<file path="src/sv/cfrp_pkg.sv">
// Shared types, constants and header lookup functions of the CSI feedback record parser.
// Depends on nothing; cfrp_hdr, cfrp_unpack and the top level import it.
package cfrp_pkg;

	localparam int HDR_BYTES = 34;

	localparam logic [1:0] PH_IDLE    = 2'd0;
	localparam logic [1:0] PH_HEADER  = 2'd1;
	localparam logic [1:0] PH_PAYLOAD = 2'd2;
	localparam logic [1:0] PH_DONE    = 2'd3;

	localparam logic [3:0] F_RX       = 4'd2;
	localparam logic [3:0] F_TX       = 4'd3;
	localparam logic [3:0] F_PERM     = 4'd9;
	localparam logic [3:0] F_LEN      = 4'd10;
	localparam logic [3:0] F_MAC      = 4'd14;
	localparam logic [3:0] F_NONE     = 4'd15;

	localparam logic [1:0] SKIP_BITS  = 2'd3;

	typedef struct packed {
		logic        emit;
		logic [3:0]  field_id;
		logic [47:0] value;
		logic        err;
		logic        done;
	} hdr_res_t;

	typedef struct packed {
		logic        emit;
		logic [7:0]  csi_real;
		logic [7:0]  csi_imag;
		logic [4:0]  subcarrier;
		logic [3:0]  element_index;
		logic        last;
	} pay_res_t;

	typedef struct packed {
		logic        kind;
		logic [3:0]  field_id;
		logic [47:0] value;
		logic [7:0]  csi_real;
		logic [7:0]  csi_imag;
		logic [4:0]  subcarrier;
		logic [3:0]  element_index;
		logic        length_error;
		logic        last;
	} res_t;

	// Header field that a byte position belongs to; bytes 6 and 7 belong to none.
	function automatic logic [3:0] hdr_field(input logic [5:0] pos);
		logic [3:0] f;
		case (pos)
			6'd0, 6'd1, 6'd2, 6'd3:     f = 4'd0;
			6'd4, 6'd5:                 f = 4'd1;
			6'd8:                       f = 4'd2;
			6'd9:                       f = 4'd3;
			6'd10:                      f = 4'd4;
			6'd11:                      f = 4'd5;
			6'd12:                      f = 4'd6;
			6'd13:                      f = 4'd7;
			6'd14:                      f = 4'd8;
			6'd15:                      f = 4'd9;
			6'd16, 6'd17:               f = 4'd10;
			6'd18, 6'd19:               f = 4'd11;
			6'd20, 6'd21, 6'd22, 6'd23: f = 4'd12;
			6'd24, 6'd25, 6'd26, 6'd27: f = 4'd13;
			6'd28, 6'd29, 6'd30, 6'd31,
			6'd32, 6'd33:               f = F_MAC;
			default:                    f = F_NONE;
		endcase
		return f;
	endfunction

	function automatic logic [5:0] hdr_start(input logic [3:0] f);
		logic [5:0] s;
		case (f)
			4'd0:    s = 6'd0;
			4'd1:    s = 6'd4;
			4'd2:    s = 6'd8;
			4'd3:    s = 6'd9;
			4'd4:    s = 6'd10;
			4'd5:    s = 6'd11;
			4'd6:    s = 6'd12;
			4'd7:    s = 6'd13;
			4'd8:    s = 6'd14;
			4'd9:    s = 6'd15;
			4'd10:   s = 6'd16;
			4'd11:   s = 6'd18;
			4'd12:   s = 6'd20;
			4'd13:   s = 6'd24;
			4'd14:   s = 6'd28;
			default: s = 6'd0;
		endcase
		return s;
	endfunction

	function automatic logic [5:0] hdr_end(input logic [3:0] f);
		logic [5:0] e;
		case (f)
			4'd0:    e = 6'd3;
			4'd1:    e = 6'd5;
			4'd2:    e = 6'd8;
			4'd3:    e = 6'd9;
			4'd4:    e = 6'd10;
			4'd5:    e = 6'd11;
			4'd6:    e = 6'd12;
			4'd7:    e = 6'd13;
			4'd8:    e = 6'd14;
			4'd9:    e = 6'd15;
			4'd10:   e = 6'd17;
			4'd11:   e = 6'd19;
			4'd12:   e = 6'd23;
			4'd13:   e = 6'd27;
			4'd14:   e = 6'd33;
			default: e = 6'd63;
		endcase
		return e;
	endfunction

endpackage

</file>
<file path="src/sv/cfrp_byte_if.sv">
// Byte stream channel into the CSI feedback record parser.
// Depends on nothing.
interface cfrp_byte_if;
	logic       valid;
	logic       ready;
	logic [7:0] data_byte;
	logic       first_byte;

	modport source (output valid, output data_byte, output first_byte, input ready);
	modport sink   (input valid, input data_byte, input first_byte, output ready);
endinterface

</file>
<file path="src/sv/cfrp_res_if.sv">
// Result channel out of the CSI feedback record parser.
// Depends on nothing.
interface cfrp_res_if;
	logic              valid;
	logic              ready;
	logic              kind;
	logic [3:0]        field_id;
	logic [47:0]       value;
	logic signed [7:0] csi_real;
	logic signed [7:0] csi_imag;
	logic [4:0]        subcarrier;
	logic [3:0]        element_index;
	logic              length_error;
	logic              last;

	modport source (output valid, output kind, output field_id, output value,
		output csi_real, output csi_imag, output subcarrier, output element_index,
		output length_error, output last, input ready);
	modport sink   (input valid, input kind, input field_id, input value,
		input csi_real, input csi_imag, input subcarrier, input element_index,
		input length_error, input last, output ready);
endinterface

</file>
<file path="src/sv/cfrp_hdr.sv">
// Header decoder: byte position, field assembly, chain counts and the length check.
// Depends on cfrp_pkg.
module cfrp_hdr #(
	parameter int SUBCARRIERS = 30,
	parameter int MAX_CHAINS  = 3,
	parameter int CHW         = 2
) (
	input  logic              clk,
	input  logic              arst_n,
	input  logic              step,
	input  logic              restart,
	input  logic [7:0]        data_byte,
	output cfrp_pkg::hdr_res_t res,
	output logic [CHW-1:0]    rx,
	output logic [CHW-1:0]    tx
);
	import cfrp_pkg::*;

	localparam int CW = 18;

	logic [5:0]    pos_q;
	logic [47:0]   acc_q;
	logic [7:0]    rx_q;
	logic [7:0]    tx_q;

	logic [5:0]    pos;
	logic [47:0]   acc;
	logic [47:0]   acc_n;
	logic [3:0]    f;
	logic [5:0]    off;
	logic          is_end;
	logic          chains_ok;
	logic [2*CHW-1:0] prod;
	logic [CW-1:0] calc;
	logic          err;
	logic [47:0]   v;

	always_comb begin
		pos = restart ? 6'd0 : pos_q;
		acc = restart ? 48'd0 : acc_q;
		f   = hdr_field(pos);
		off = pos - hdr_start(f);
		if (f == F_MAC) begin
			acc_n = {acc[39:0], data_byte};
		end else begin
			acc_n = acc | (48'(data_byte) << {off[1:0], 3'b000});
		end
		is_end = (f != F_NONE) && (pos == hdr_end(f));

		chains_ok = (rx_q >= 8'd1) && (rx_q <= 8'(MAX_CHAINS)) &&
			(tx_q >= 8'd1) && (tx_q <= 8'(MAX_CHAINS));
		prod = rx_q[CHW-1:0] * tx_q[CHW-1:0];
		calc = (CW'(SUBCARRIERS) * ((CW'(prod) << 4) + CW'(3)) + CW'(7)) >> 3;
		err  = (f == F_LEN) && (!chains_ok || ({2'b00, acc_n[15:0]} != calc));

		v = acc_n;
		if (f == F_PERM) begin
			v = 48'({4'(acc_n[5:4]) + 4'd1, 4'(acc_n[3:2]) + 4'd1, 4'(acc_n[1:0]) + 4'd1});
		end

		res.emit     = is_end;
		res.field_id = f;
		res.value    = v;
		res.err      = is_end && err;
		res.done     = (pos == 6'(HDR_BYTES - 1)) && !(is_end && err);
	end

	assign rx = rx_q[CHW-1:0];
	assign tx = tx_q[CHW-1:0];

	always_ff @(posedge clk or negedge arst_n) begin
		if (!arst_n) begin
			pos_q <= '0;
			acc_q <= '0;
			rx_q  <= '0;
			tx_q  <= '0;
		end else if (step) begin
			if (is_end) begin
				acc_q <= '0;
				if (f == F_RX) rx_q <= acc_n[7:0];
				if (f == F_TX) tx_q <= acc_n[7:0];
			end else if (f != F_NONE) begin
				acc_q <= acc_n;
			end else begin
				acc_q <= acc;
			end
			if (!(is_end && err)) begin
				pos_q <= pos + 6'd1;
			end
		end
	end

endmodule

</file>
<file path="src/sv/cfrp_unpack.sv">
// Payload unpacker: LSB-first bit buffer, per-subcarrier skip and sample counters.
// Depends on cfrp_pkg.
module cfrp_unpack #(
	parameter int SUBCARRIERS = 30,
	parameter int CHW         = 2
) (
	input  logic               clk,
	input  logic               arst_n,
	input  logic               init,
	input  logic               step,
	input  logic [7:0]         data_byte,
	input  logic [CHW-1:0]     rx,
	input  logic [CHW-1:0]     tx,
	output cfrp_pkg::pay_res_t res
);
	import cfrp_pkg::*;

	localparam int SCW = ($clog2(SUBCARRIERS + 1) > 5) ? $clog2(SUBCARRIERS + 1) : 5;

	logic [23:0]    buf_q;
	logic [4:0]     held_q;
	logic [SCW-1:0] sc_q;
	logic [3:0]     ec_q;
	logic [1:0]     skip_q;

	logic [23:0]    buf1, buf2, buf3, buf4;
	logic [4:0]     held1, held2, held3, held4;
	logic [1:0]     skip2, skip3, skip4;
	logic [4:0]     elems;
	logic [4:0]     ec1;
	logic           wrap;
	logic [SCW-1:0] sc1;
	logic [3:0]     ec_n;
	logic           emit;
	logic           last;

	always_comb begin
		buf1  = buf_q | (24'(data_byte) << held_q);
		held1 = held_q + 5'd8;
		if (skip_q != 2'd0 && held1 >= 5'(skip_q)) begin
			buf2  = buf1 >> skip_q;
			held2 = held1 - 5'(skip_q);
			skip2 = 2'd0;
		end else begin
			buf2  = buf1;
			held2 = held1;
			skip2 = skip_q;
		end
		emit = (skip2 == 2'd0) && (held2 >= 5'd16);

		buf3  = buf2 >> 16;
		held3 = held2 - 5'd16;
		elems = 5'(rx) * 5'(tx);
		ec1   = 5'(ec_q) + 5'd1;
		wrap  = ec1 >= elems;
		sc1   = wrap ? sc_q + SCW'(1) : sc_q;
		ec_n  = wrap ? 4'd0 : ec1[3:0];
		skip3 = wrap ? SKIP_BITS : 2'd0;
		last  = sc1 >= SCW'(SUBCARRIERS);
		if (skip3 != 2'd0 && held3 >= 5'(skip3)) begin
			buf4  = buf3 >> skip3;
			held4 = held3 - 5'(skip3);
			skip4 = 2'd0;
		end else begin
			buf4  = buf3;
			held4 = held3;
			skip4 = skip3;
		end

		res.emit          = emit;
		res.csi_real      = buf2[7:0];
		res.csi_imag      = buf2[15:8];
		res.subcarrier    = sc_q[4:0];
		res.element_index = ec_q;
		res.last          = last;
	end

	always_ff @(posedge clk or negedge arst_n) begin
		if (!arst_n) begin
			buf_q  <= '0;
			held_q <= '0;
			sc_q   <= '0;
			ec_q   <= '0;
			skip_q <= SKIP_BITS;
		end else if (init) begin
			buf_q  <= '0;
			held_q <= '0;
			sc_q   <= '0;
			ec_q   <= '0;
			skip_q <= SKIP_BITS;
		end else if (step) begin
			if (emit) begin
				buf_q  <= buf4;
				held_q <= held4;
				skip_q <= skip4;
				sc_q   <= sc1;
				ec_q   <= ec_n;
			end else begin
				buf_q  <= buf2;
				held_q <= held2;
				skip_q <= skip2;
			end
		end
	end

endmodule

</file>
<file path="src/sv/csi_feedback_record_parser_unit.sv">
// Top level of the CSI feedback record parser: input register, record phase, result register.
// Depends on cfrp_pkg, cfrp_byte_if, cfrp_res_if, cfrp_hdr and cfrp_unpack.
//
// Usage: a feedback record enters on the feed channel one byte per transfer, with
// first_byte set on its first byte; a set first_byte always restarts the parser and
// drops whatever was left of the previous record. The 34 header bytes yield fifteen
// header results (kind 0), each on the byte that completes its field. A failed size
// check ends the record on the length result, with length_error and last set. The
// payload then yields one CSI sample result (kind 1) per 16 bits after each group's
// three skipped bits; the final sample carries last. Bytes before the first record
// and after the end of one give no result.
// A fed byte is captured in the input register, where the parse logic works on it, and
// the result it yields is then loaded into the result register.
// Throughput is one byte per cycle while the receiver takes results, as the header and
// bit-buffer state update once per byte; each byte yields at most one result.
// When the receiver stalls, the result register holds its transfer and the input
// register still takes one more byte; bytes that give no result keep flowing.
// Reset clears both registers' valid flags and puts the parser in its idle phase.
module csi_feedback_record_parser_unit #(
	parameter int SUBCARRIERS = 30,
	parameter int MAX_CHAINS  = 3
) (
	input logic        clk,
	input logic        arst_n,
	cfrp_byte_if.sink  feed,
	cfrp_res_if.source result
);
	import cfrp_pkg::*;

	// Width of one chain count once it has passed the range check.
	localparam int CHW = (MAX_CHAINS > 1) ? $clog2(MAX_CHAINS + 1) : 1;

	// Input register.
	logic       v_s1;
	logic [7:0] data_s1;
	logic       first_s1;

	logic [1:0] phase_q;
	logic [1:0] ph_eff;

	hdr_res_t       hres;
	pay_res_t       pres;
	logic [CHW-1:0] rx_w;
	logic [CHW-1:0] tx_w;

	logic produce;
	logic consume;
	logic in_fire;
	logic hdr_step;
	logic pay_step;
	res_t res_d;
	res_t res_q;
	logic res_v_q;

	// A first byte opens a new record whatever phase the previous one reached.
	assign ph_eff   = first_s1 ? PH_HEADER : phase_q;
	assign produce  = (ph_eff == PH_HEADER && hres.emit) ||
		(ph_eff == PH_PAYLOAD && pres.emit);
	// The byte in the input register may move on unless its result would land on a
	// result that the receiver has not yet taken.
	assign consume  = v_s1 && (!res_v_q || result.ready || !produce);
	assign hdr_step = consume && ph_eff == PH_HEADER;
	assign pay_step = consume && ph_eff == PH_PAYLOAD;
	assign in_fire  = feed.valid && feed.ready;
	assign feed.ready = !v_s1 || consume;

	cfrp_hdr #(
		.SUBCARRIERS(SUBCARRIERS),
		.MAX_CHAINS (MAX_CHAINS),
		.CHW        (CHW)
	) u_hdr (
		.clk      (clk),
		.arst_n   (arst_n),
		.step     (hdr_step),
		.restart  (first_s1),
		.data_byte(data_s1),
		.res      (hres),
		.rx       (rx_w),
		.tx       (tx_w)
	);

	cfrp_unpack #(
		.SUBCARRIERS(SUBCARRIERS),
		.CHW        (CHW)
	) u_unpack (
		.clk      (clk),
		.arst_n   (arst_n),
		.init     (consume && first_s1),
		.step     (pay_step),
		.data_byte(data_s1),
		.rx       (rx_w),
		.tx       (tx_w),
		.res      (pres)
	);

	// Result assembly; fields that do not belong to the result kind stay zero.
	always_comb begin
		res_d = '0;
		if (ph_eff == PH_HEADER) begin
			res_d.kind         = 1'b0;
			res_d.field_id     = hres.field_id;
			res_d.value        = hres.value;
			res_d.length_error = hres.err;
			res_d.last         = hres.err;
		end else begin
			res_d.kind          = 1'b1;
			res_d.csi_real      = pres.csi_real;
			res_d.csi_imag      = pres.csi_imag;
			res_d.subcarrier    = pres.subcarrier;
			res_d.element_index = pres.element_index;
			res_d.last          = pres.last;
		end
	end

	always_ff @(posedge clk or negedge arst_n) begin
		if (!arst_n) begin
			v_s1 <= 1'b0;
		end else if (in_fire) begin
			v_s1 <= 1'b1;
		end else if (consume) begin
			v_s1 <= 1'b0;
		end
	end

	always_ff @(posedge clk) begin
		if (in_fire) begin
			data_s1  <= feed.data_byte;
			first_s1 <= feed.first_byte;
		end
	end

	// Record phase: idle until the first record, done after its final result.
	always_ff @(posedge clk or negedge arst_n) begin
		if (!arst_n) begin
			phase_q <= PH_IDLE;
		end else if (consume) begin
			case (ph_eff)
				PH_HEADER: begin
					if (hres.err) begin
						phase_q <= PH_DONE;
					end else if (hres.done) begin
						phase_q <= PH_PAYLOAD;
					end else begin
						phase_q <= PH_HEADER;
					end
				end
				PH_PAYLOAD: begin
					if (pres.emit && pres.last) begin
						phase_q <= PH_DONE;
					end
				end
				default: phase_q <= ph_eff;
			endcase
		end
	end

	always_ff @(posedge clk or negedge arst_n) begin
		if (!arst_n) begin
			res_v_q <= 1'b0;
		end else if (consume && produce) begin
			res_v_q <= 1'b1;
		end else if (result.ready) begin
			res_v_q <= 1'b0;
		end
	end

	always_ff @(posedge clk) begin
		if (consume && produce) begin
			res_q <= res_d;
		end
	end

	assign result.valid         = res_v_q;
	assign result.kind          = res_q.kind;
	assign result.field_id      = res_q.field_id;
	assign result.value         = res_q.value;
	assign result.csi_real      = res_q.csi_real;
	assign result.csi_imag      = res_q.csi_imag;
	assign result.subcarrier    = res_q.subcarrier;
	assign result.element_index = res_q.element_index;
	assign result.length_error  = res_q.length_error;
	assign result.last          = res_q.last;

`ifndef SYNTHESIS
	// A produced result always reaches the result register.
	a_res_load: assert property (@(posedge clk) disable iff (!arst_n)
		(consume && produce) |=> res_v_q)
		else $error("produced result was not registered");

	// A finished or failed record gives nothing until the next first byte.
	a_done_quiet: assert property (@(posedge clk) disable iff (!arst_n)
		(v_s1 && !first_s1 && (phase_q == PH_DONE || phase_q == PH_IDLE)) |-> !produce)
		else $error("result produced outside a record");

	// A header result only ends a record when the size check failed.
	a_hdr_last: assert property (@(posedge clk) disable iff (!arst_n)
		(res_v_q && !res_q.kind && res_q.last) |-> res_q.length_error)
		else $error("header result marked last without length error");

	// The input register only holds back for a stalled result register.
	a_stall_cause: assert property (@(posedge clk) disable iff (!arst_n)
		(v_s1 && !feed.ready) |-> (res_v_q && !result.ready))
		else $error("input stalled without output backpressure");
`endif

endmodule
</file>
<file path="src/flat_wrapper.sv">
// flat-port wrapper written by rule: the top's interface ports become plain ports
module csi_feedback_record_parser_unit_flat import cfrp_pkg::*;
#(
	parameter int SUBCARRIERS = 30,
	parameter int MAX_CHAINS  = 3
)
  (clk, arst_n, feed_valid, feed_data_byte, feed_first_byte, feed_ready, result_valid, result_kind, result_field_id, result_value, result_csi_real, result_csi_imag, result_subcarrier, result_element_index, result_length_error, result_last, result_ready);
  cfrp_byte_if feed_i ();
  cfrp_res_if result_i ();
  input logic clk;
  input logic arst_n;
  input wire logic [$bits(feed_i.valid)-1:0] feed_valid;
  input wire logic [$bits(feed_i.data_byte)-1:0] feed_data_byte;
  input wire logic [$bits(feed_i.first_byte)-1:0] feed_first_byte;
  output wire logic [$bits(feed_i.ready)-1:0] feed_ready;
  output wire logic [$bits(result_i.valid)-1:0] result_valid;
  output wire logic [$bits(result_i.kind)-1:0] result_kind;
  output wire logic [$bits(result_i.field_id)-1:0] result_field_id;
  output wire logic [$bits(result_i.value)-1:0] result_value;
  output wire logic [$bits(result_i.csi_real)-1:0] result_csi_real;
  output wire logic [$bits(result_i.csi_imag)-1:0] result_csi_imag;
  output wire logic [$bits(result_i.subcarrier)-1:0] result_subcarrier;
  output wire logic [$bits(result_i.element_index)-1:0] result_element_index;
  output wire logic [$bits(result_i.length_error)-1:0] result_length_error;
  output wire logic [$bits(result_i.last)-1:0] result_last;
  input wire logic [$bits(result_i.ready)-1:0] result_ready;
  assign feed_i.valid = feed_valid;
  assign feed_i.data_byte = feed_data_byte;
  assign feed_i.first_byte = feed_first_byte;
  assign feed_ready = feed_i.ready;
  assign result_valid = result_i.valid;
  assign result_kind = result_i.kind;
  assign result_field_id = result_i.field_id;
  assign result_value = result_i.value;
  assign result_csi_real = result_i.csi_real;
  assign result_csi_imag = result_i.csi_imag;
  assign result_subcarrier = result_i.subcarrier;
  assign result_element_index = result_i.element_index;
  assign result_length_error = result_i.length_error;
  assign result_last = result_i.last;
  assign result_i.ready = result_ready;
  csi_feedback_record_parser_unit #(.SUBCARRIERS(SUBCARRIERS), .MAX_CHAINS(MAX_CHAINS)) u_core (.clk(clk), .arst_n(arst_n), .feed(feed_i), .result(result_i));
endmodule
</file>
<file path="config.mk">
export PLATFORM = sky130hd
export DESIGN_NAME = csi_feedback_record_parser_unit_flat
export DESIGN_NICKNAME = d
export VERILOG_FILES = /design/src/sv/cfrp_pkg.sv /design/src/sv/cfrp_byte_if.sv /design/src/sv/cfrp_res_if.sv /design/src/sv/cfrp_hdr.sv /design/src/sv/cfrp_unpack.sv /design/src/sv/csi_feedback_record_parser_unit.sv /design/src/flat_wrapper.sv
export SDC_FILE = /design/constraint.sdc
export NUM_CORES = 1
export LEC_CHECK = 0
export ABC_AREA = 1
export BUFFER_PORTS_ARGS = -buffer_cell sky130_fd_sc_hd__buf_4
export CAP_MARGIN = 0
export CORE_MARGIN = 3
export CORE_UTILIZATION = 51
export CTS_BUF_LIST = sky130_fd_sc_hd__clkbuf_8
export DETAILED_ROUTE_END_ITERATION = 10
export PLACE_DENSITY_LB_ADDON = 0.08
export SETUP_SLACK_MARGIN = 0.4
export SYNTH_ARGS = -nofsm -noshare
export SYNTH_HDL_FRONTEND = slang
export SYNTH_SLANG_ARGS = --single-unit
</file>
<file path="constraint.sdc">
create_clock -name clk -period 5.17 [get_ports clk]
set_clock_uncertainty 0.2 [all_clocks]
set_input_delay 1.034 -clock clk [delete_from_list [all_inputs] [get_ports clk]]
set_output_delay 1.034 -clock clk [all_outputs]
set_load 0.005 [all_outputs]
</file>
==> results.yml, run 1 <==
worst_setup_path:
  r2r_end: "u_core.result.kind"
  cp_data_arrival_time_ns: 4.65
  reg2regPathDepth: 22
  startpoint_type: "flop"
  critical_path_class: "reg2reg"
  cp-endpoint: "u_core.result.kind"
  reg2reg_from: "u_core.first_s1"
  r2r_setup_slack_ns: 0.58
  cp-startpoint: "u_core.first_s1"
  cp_max_fo: 29
  end_kind: "flop"
  worst-endpoint-required_ns: 5.23
placement:
  dp.cells: 2145
  place_congestion: 0.942
  dpl.hpwl_um: 27600
  port_buffers: 94
  placed_cell_area_mm2: 0.0141
floorplanning:
  core_mm2: 0.0253
  dieArea_mm2: 0.0277
  rows: 58
  start_util_pct: 52.0
  die_y_um: 166
  pin_count: 95
  die_w_um: 166
sta:
  fin_crit_ns: 4.59
  setup_viol: 0
  timing.fmax_mhz: 218
  rsz0062_at_grt: "true"
  hold_viol_final: 0
  holdWs_ns: 0.279
  fin_crit_sh_pct: 88.7
  worstMarginPinSlew_ns: 0.840
  tns_ns: 0
  final_max_slew_viol_count: 0
  relSlewSlack_pct: 44.0
power:
  p_per_area_mw_per_mm2: 486
  finalPower_w: 0.00736
  p_leak_nw: 7.27
  peakVddDrop_uv: 361
clocking:
  clk_pin_slew_ns: 0.06
  insertion_delay_ns: 0.54
  cts-root-buf: "clkbuf_8"
  cts_htree_levels: 2
  cts_tree: "done"
  numCtsBuffers: 37
  hold_buffers: 0
  clock_path_buffers: 3
  cts_sinks: 203
grt:
  grt-ovfl-total: 0
  grt_first_pass_wirelength_um: 63300
  grt_pass1_vias: 11900
  grt_max_degree: 60
  track_usage_pct: 27.8
  antenna_found_initial: 0
cells_and_area:
  n_antenna_cell: 0
  finalInstanceArea_mm2: 0.0151
  fin_cells: 2223
  nets: 1928
  drive_above_1_share_pct: 14.3
  syn_to_final_growth_pct: 15.3
yosys:
  synth-edff-count: 89
  synthTopCellsByCount: "554 x nand2_1, 168 x inv_1, 154 x nor2_1, 125 x nand3_1, 112 x dfrtp_1"
  synth_top_area_share_pct: 21.3
  yosysMostFrequentCell: "nand2_1"
  ys_async_sr_fraction_pct: 56.2
  synth_nets: 1836
  synth_flop_cell: "dfrtp_1"
  yosysWarningCount: 0
  synthTopCellsByArea: "dfrtp_1 21%, edfxtp_1 20%, nand2_1 16%"
  yosysSeqAreaShare_pct: 42.1
  avgSynthCellArea_um2: 7.41
  synthDistinctLibCells: 56
  yosys.area.top_type: "dfrtp_1"
  ys_seq_elements: 203
  netlist_instances: 1772
  synthesis.area_mm2: 0.0131
run:
  drv_cap: 0
worst_hold_path:
  min_path_cells: 2
  hold_class: "reg2reg"
outcome:
  outcome: "finished clean"
routing:
  first_pass_iters: 6
  wl_per_cell_um: 17.7
  routed_wl_um: 39200
  via_per_inst: 5.55
  ant_nets: 0
  initialDrtViolationCount: 1110
  num_vias: 12300
  route.detailed.drc: 0
-- cell families after synthesis --
| logic type | after synthesis | synth area share [%] |
|---|---|---|
| XOR/XNOR | 23 | 1.53 |
| flip-flops | 203 | 42.1 |
| multiplexers | 1 | 0.0762 |
| AO/OA/AOI/OAI | 313 | 13.4 |
| buffers and inverters | 271 | 8.46 |
| adder cells (fa/ha/maj) | 51 | 5.15 |
| AND/OR/NAND/NOR | 910 | 29.3 |
-- worst max-delay path, cell delays in order, from the launching register on --
cell,delay [ns]
edfxtp_1,0.43
inv_4,0.10
nand2_1,0.07
buf_4,0.16
ha_1,0.28
nand3_1,0.11
nand2_2,0.09
a21oi_4,0.25
nand2_1,0.16
nor2_1,0.23
a21oi_4,0.06
nand3_1,0.07
nand2_1,0.12
nor2_4,0.14
nand4_4,0.14
nand2_2,0.13
buf_4,0.12
nand2_2,0.07
nand2_4,0.12
inv_1,0.12
nand2_1,0.15
clkinvlp_4,0.54
buf_12,0.40
-- routing by layer --
layer	vias up	part of all wire [%]	GRT usage [%]
met3	66	7.1	4.08
met2	509	46	44.7
met1	5742	44	39.6
li1	6026	-	-
met4	0	2.3	7.96
met5	-	0	0
-- layout by cell type (no fill, tap or decap), drive strengths merged, types with 3 or more instances in the layout --
master / count
o221ai: 6
nand3b: 13
inv: 197
o21ai: 194
a21oi: 41
nand3: 130
edfxtp: 89
clkinv: 14
dfrtp: 112
o21a: 3
nor2: 158
xor2: 17
or2: 5
buf: 137
a211o: 7
o211ai: 16
nand4: 16
o31ai: 3
nor3: 10
o22ai: 20
bufinv: 3
nand2: 571
xnor2: 6
a31oi: 16
clkbuf: 39
fa: 5
ha: 46
-- where the power goes --
group	internal, W	switching (W)
Sequential	0.00201	0.000198
Clock	0.000858	0.000708
Combinational	0.00112	0.00247
Total	0.00399	0.00337
-- timing repair --
| action | 4_1_cts | 5_1_grt |
|---|---|---|
| pin swaps | 0 | 11 |
| gates resized for setup | 5 | 41 |
| hold endpoints to repair | 0 | 0 |
| cloned | 0 | 0 |
| setup endpoints to repair | 9 | 73 |
| buffers inserted | 0 | 10 |
-- layout make-up --
type,instances,area [µm²]
clock buffer,39,537
clock inverter,29,210
fill,2391,10100
inverter,187,708
multi-input combinational,1298,6670
sequential,203,5530
tap,330,413
timing repair buffer,137,1070
-- worst min-delay path by stage --
stage	start	to	slack [ns]
2_1_floorplan	u_core.u_hdr.pos_q[0]	u_core.u_hdr.pos_q[0]	0.24
3_3_place_gp	u_core.u_hdr.tx_q[5]	u_core.u_hdr.tx_q[5]	0.26
3_5_place_dp	u_core.u_hdr.pos_q[0]	u_core.u_hdr.pos_q[0]	0.26
4_1_cts	u_core.u_hdr.pos_q[0]	u_core.u_hdr.pos_q[0]	0.28
5_1_grt	u_core.u_hdr.acc_q[24]	u_core.u_hdr.acc_q[24]	0.31
6_report	u_core.u_hdr.pos_q[0]	u_core.u_hdr.pos_q[0]	0.28
-- state kept, by name, summed over array words and instances (netlist names), 2 cells and up --
signal                       flops
u_core.u_unpack.buf_q           24
u_core.u_hdr.pos_q               6
u_core.u_hdr.rx_q                8
u_core.u_hdr.acc_q              48
u_core.result.element_index      4
u_core.data_s1                   8
u_core.u_unpack.skip_q           2
u_core.result.field_id           4
u_core.u_hdr.tx_q                8
u_core.u_unpack.ec_q             4
u_core.u_unpack.held_q           5
u_core.result.csi_imag           8
u_core.phase_q                   2
u_core.u_unpack.sc_q             5
u_core.result.value             48
u_core.result.csi_real           8
u_core.result.subcarrier         5
-- metrics by stage --
stage / util [%] / setup slack (ns)
floorplan: - / 0.548
global placement: 56.0 / 0.312
detailed placement: 56.0 / 0.235
CTS: 59.0 / 0.430
global route: 59.9 / 0.346
finish: 59.9 / 0.582
Power figures use the tool's default switching activity.
==> run 2, diff against run 1 <==
- CORE_UTILIZATION: 51 -> 35
- REMOVE_ABC_BUFFERS: unset -> 1
==> results.yml, run 2 (synthesized netlist as in run 1, its figures left out) <==
outcome:
  outcome: "finished clean"
routing:
  wl_per_cell_um: 17.6
  via_per_inst: 5.12
  first_pass_iters: 5
  routed_wl_um: 42000
  ant_nets: 0
  num_vias: 12200
  route.detailed.drc: 0
  initialDrtViolationCount: 792
cells_and_area:
  drive_above_1_share_pct: 15.1
  nets: 1944
  syn_to_final_growth_pct: 17.9
  n_antenna_cell: 0
  finalInstanceArea_mm2: 0.0155
  layout_commonest_cell: "nand2_1"
  final_cell_mix: "546 x nand2_1, 178 x inv_1, 151 x nor2_1"
sta:
  setup_viol: 0
  fin_crit_ns: 4.57
  final_max_slew_viol_count: 0
  timing.fmax_mhz: 219
  relSlewSlack_pct: 29.9
  worstMarginPinSlew_ns: 1.05
  hold_viol_final: 0
  rsz0062_at_grt: "true"
  fin_crit_sh_pct: 88.4
power:
  p_per_area_mw_per_mm2: 492
  peakVddDrop_uv: 313
  finalPower_w: 0.00761
  p_leak_nw: 7.38
clocking:
  clock_path_buffers: 3
  numCtsBuffers: 40
  cts_sinks: 203
  clk_pin_slew_ns: 0.06
  cts_htree_levels: 2
  cts-root-buf: "clkbuf_8"
  cts_tree: "done"
  hold_buffers: 0
  insertion_delay_ns: 0.60
run:
  drv_cap: 0
placement:
  place_congestion: 0.926
  port_buffers: 94
  dpl.hpwl_um: 29900
  placed_cell_area_mm2: 0.0143
worst_hold_path:
  hold_class: "reg2reg"
worst_setup_path:
  worst-endpoint-required_ns: 3.94
  startpoint_type: "flop"
  cp_max_fo: 7
  cp_data_arrival_time_ns: 3.34
  end_kind: "output port"
  critical_path_class: "reg2out"
grt:
  antenna_found_initial: 0
  grt_first_pass_wirelength_um: 66500
  grt_pass1_vias: 11900
  grt_max_degree: 65
  track_usage_pct: 21.3
  grt-ovfl-total: 0
floorplanning:
  dieArea_mm2: 0.0399
  core_mm2: 0.0368
  rows: 70
  pin_count: 95
  start_util_pct: 35.7
  die_w_um: 200
  die_y_um: 200
-- run 2: path summary, 6_finish.rpt --
kind / end / startpoint / slack [ns] / depth (start not counted)
worst max register to register: u_core.result.last / u_core.u_hdr.tx_q[1] / 0.67 / 25
worst min register to register: u_core.u_hdr.tx_q[4] / u_core.u_hdr.tx_q[4] / 0.28 / 2
worst min-delay path: u_core.u_hdr.tx_q[4] / u_core.u_hdr.tx_q[4] / 0.28 / 2
min in group asynchronous: u_core.u_hdr.acc_q[3] / arst_n / 0.31 / 1
worst max-delay path: feed_ready / u_core.first_s1 / 0.60 / 20
max in group asynchronous: u_core.u_unpack.buf_q[4] / arst_n / 3.58 / 2
-- run 2: where the power goes --
group          switching, W  leakage [nW]  internal [W]
clock              0.000757         0.476      0.000965
sequential         0.000188          2.35       0.00202
combinational       0.00255          4.55       0.00114
-- run 2: worst max-delay path, stage by stage, from the launching register on --
cell      delay (ns)
edfxtp_1        0.44
inv_4           0.12
nand2_1         0.07
inv_1           0.12
ha_1            0.18
nand2_1         0.06
o211ai_1        0.07
o21ai_1         0.08
nand2_1         0.10
nand2_4         0.09
inv_2           0.08
ha_2            0.27
a21oi_2         0.16
nand2_1         0.07
nand2_1         0.06
nand2_1         0.06
nor2_2          0.12
nand4_2         0.14
nand2_2         0.16
nand3_1         0.12
buf_4           0.16
-- run 2: repair_timing --
item                       4_1_cts  5_1_grt
setup buffers                    2       19
gates resized for setup          9       34
cloned                           1        1
setup endpoints to repair       10       10
pin swaps                        0       10
-- run 2: cell type report --
type / instances / area (µm²)
Fill cell: 3905 / 21300
Multi-Input combinational cell: 1299 / 6650
Sequential cell: 203 / 5530
Timing Repair Buffer: 148 / 1160
Inverter: 187 / 712
Clock buffer: 46 / 633
Tap cell: 468 / 586
Clock inverter: 28 / 198
Timing Repair inverter: 1 / 7.51
-- run 2: through the flow --
stage          std cells  hold WS (ns)  setup slack [ns]  TNS [ns]  util, %
2_1_floorplan       1688         0.242            -0.981    -87.06        -
4_1_cts             2360         0.285             0.391         0     41.4
3_3_place_gp        2283         0.265             0.239         0     38.9
3_5_place_dp        2283         0.270             0.168         0     38.9
5_1_grt             2380         0.311             0.363         0     42.1
6_report            2380         0.278             0.598         0     42.1
-- run 2: per-layer routing --
layer  track usage, %  vias to the layer above  wire (µm)
li1                 -                     6053          -
met1             27.9                     5741      18600
met4             7.62                        0       1260
met5                0                        -          0
met3             3.09                       86       2020
met2             36.0                      309      20100
==> run 3, diff against run 2 <==
- CORE_UTILIZATION: 35 -> 30
==> results.yml, run 3 (synthesized netlist as in run 1, its figures left out) <==
clocking:
  cts_htree_levels: 2
  insertion_delay_ns: 0.61
  cts_sinks: 203
  cts-root-buf: "clkbuf_8"
  cts_tree: "done"
  hold_buffers: 0
  clock_path_buffers: 3
  numCtsBuffers: 42
  clk_pin_slew_ns: 0.06
placement:
  place_congestion: 0.892
  dpl.hpwl_um: 31100
  port_buffers: 94
cells_and_area:
  layout_commonest_cell: "nand2_1"
  nets: 1941
  syn_to_final_growth_pct: 18.6
  drive_above_1_share_pct: 15.0
  n_antenna_cell: 0
  final_cell_mix: "546 x nand2_1, 175 x inv_1, 151 x nor2_1"
grt:
  track_usage_pct: 18.8
  grt-ovfl-total: 0
  antenna_found_initial: 0
  grt_max_degree: 66
  grt_pass1_vias: 12300
  grt_first_pass_wirelength_um: 69400
sta:
  final_max_slew_viol_count: 0
  holdWs_ns: 0.280
  rsz0062_at_grt: "false"
  fin_crit_sh_pct: 88.0
  fin_crit_ns: 4.55
  relSlewSlack_pct: 47.8
  tns_ns: 0
  setup_viol: 0
  hold_viol_final: 0
  worstMarginPinSlew_ns: 0.781
  timing.fmax_mhz: 220
floorplanning:
  pin_count: 95
  die_y_um: 215
  core_mm2: 0.0432
  start_util_pct: 30.4
  rows: 76
  die_w_um: 215
  dieArea_mm2: 0.0463
routing:
  route.detailed.drc: 0
  first_pass_iters: 5
  via_per_inst: 4.84
  ant_nets: 0
  initialDrtViolationCount: 674
  num_vias: 12100
  routed_wl_um: 43400
  wl_per_cell_um: 17.4
power:
  peakVddDrop_uv: 311
  p_leak_nw: 7.34
  p_per_area_mw_per_mm2: 487
worst_hold_path:
  hold_class: "in2async"
worst_setup_path:
  startpoint_type: "flop"
  crit_chain: "inv_4, nand2_4, inv_2, ha_1, nand2_1, o211ai_1, o21ai_1, nand2_1, nand2_4, inv_2, ha_2, a21oi_2, nand2_1, nand2_1, nand2_1, nor2_2, nand4_2, nand2_2, nand3_2, buf_4"
  slowest_stage: "edfxtp_1"
  slowest_delay_ns: 0.42
  end_kind: "output port"
  cpMostUsedCell: "nand2_1"
  critical_path_class: "reg2out"
  cp_data_arrival_time_ns: 3.31
  worst-endpoint-required_ns: 3.94
  cp_max_fo: 7
run:
  drv_cap: 0
outcome:
  outcome: "finished clean"
[run 3: cell types whose count changed in the layout (fill, tap and decap cells not counted), moves of 3 or more]
cell	before	now
buf_4	144	140
clkbuf_8	46	43
clkinv_1	10	15
clkinv_2	5	8
inv_1	178	175
inv_2	14	17
[run 3: cell type report]
type / count / area [µm²]
Clock inverter: 35 / 206
Clock buffer: 43 / 592
Inverter: 187 / 709
Timing Repair Buffer: 145 / 1150
Sequential cell: 203 / 5530
Fill cell: 4692 / 27600
Multi-Input combinational cell: 1298 / 6660
Tap cell: 585 / 732
[run 3: repair_timing]
item,4_1_cts,5_1_grt
setup buffers,2,13
gates resized for setup,11,35
pin swaps,0,3
setup endpoints to repair,10,10
[run 3: stage by stage]
stage | power, W | area (µm²) | instances | utilization, % | setup slack, ns
floorplan | 0.00458 | 12700 | 1688 | - | -0.981
global placement | 0.00590 | 14500 | 2403 | 33.6 | 0.168
detailed placement | 0.00587 | 14500 | 2403 | 33.6 | 0.100
CTS | 0.00761 | 15400 | 2483 | 35.6 | 0.438
global route | 0.00824 | 15600 | 2496 | 36.1 | 0.390
finish | 0.00758 | 15600 | 2496 | 36.1 | 0.622
[run 3: worst paths after layout]
path,start,depth (start not counted),slack (ns),to
max in group asynchronous,arst_n,2,3.59,u_core.u_unpack.buf_q[4]
min in group clk,u_core.u_hdr.tx_q[4],2,0.28,u_core.u_hdr.tx_q[4]
hold / removal,arst_n,1,0.28,u_core.u_hdr.acc_q[13]
hold reg to reg,u_core.u_hdr.tx_q[4],2,0.28,u_core.u_hdr.tx_q[4]
setup reg to reg,u_core.u_hdr.rx_q[0],24,0.69,u_core.u_hdr.pos_q[4]
setup / recovery,u_core.first_s1,20,0.62,feed_ready
[run 3: power breakdown]
group | total [W] | leakage [nW] | switching (W) | internal [W]
registers | 0.00221 | 2.36 | 0.000196 | 0.00202
clock network | 0.00167 | 0.459 | 0.000792 | 0.000880
logic | 0.00370 | 4.53 | 0.00254 | 0.00115
total | 0.00758 | 7.34 | 0.00353 | 0.00405
[run 3: per-layer routing]
layer  routed length [µm]  track usage, %  share of wire [%]
met1                19600            24.1                 45
met2                20900            32.1                 48
met3                 1610            3.00                3.7
met4                 1270            6.85                2.9
met5                    0               0                  0
[run 3: worst max-delay path: cells and delay by family (launching register included)]
| kind | cells | cell delay [ns] |
|---|---|---|
| AND/OR/NAND/NOR | 11 | 1.08 |
| buffers and inverters | 4 | 0.45 |
| adder cells (fa/ha/maj) | 2 | 0.43 |
| flip-flops | 1 | 0.42 |
| AO/OA/AOI/OAI | 3 | 0.35 |
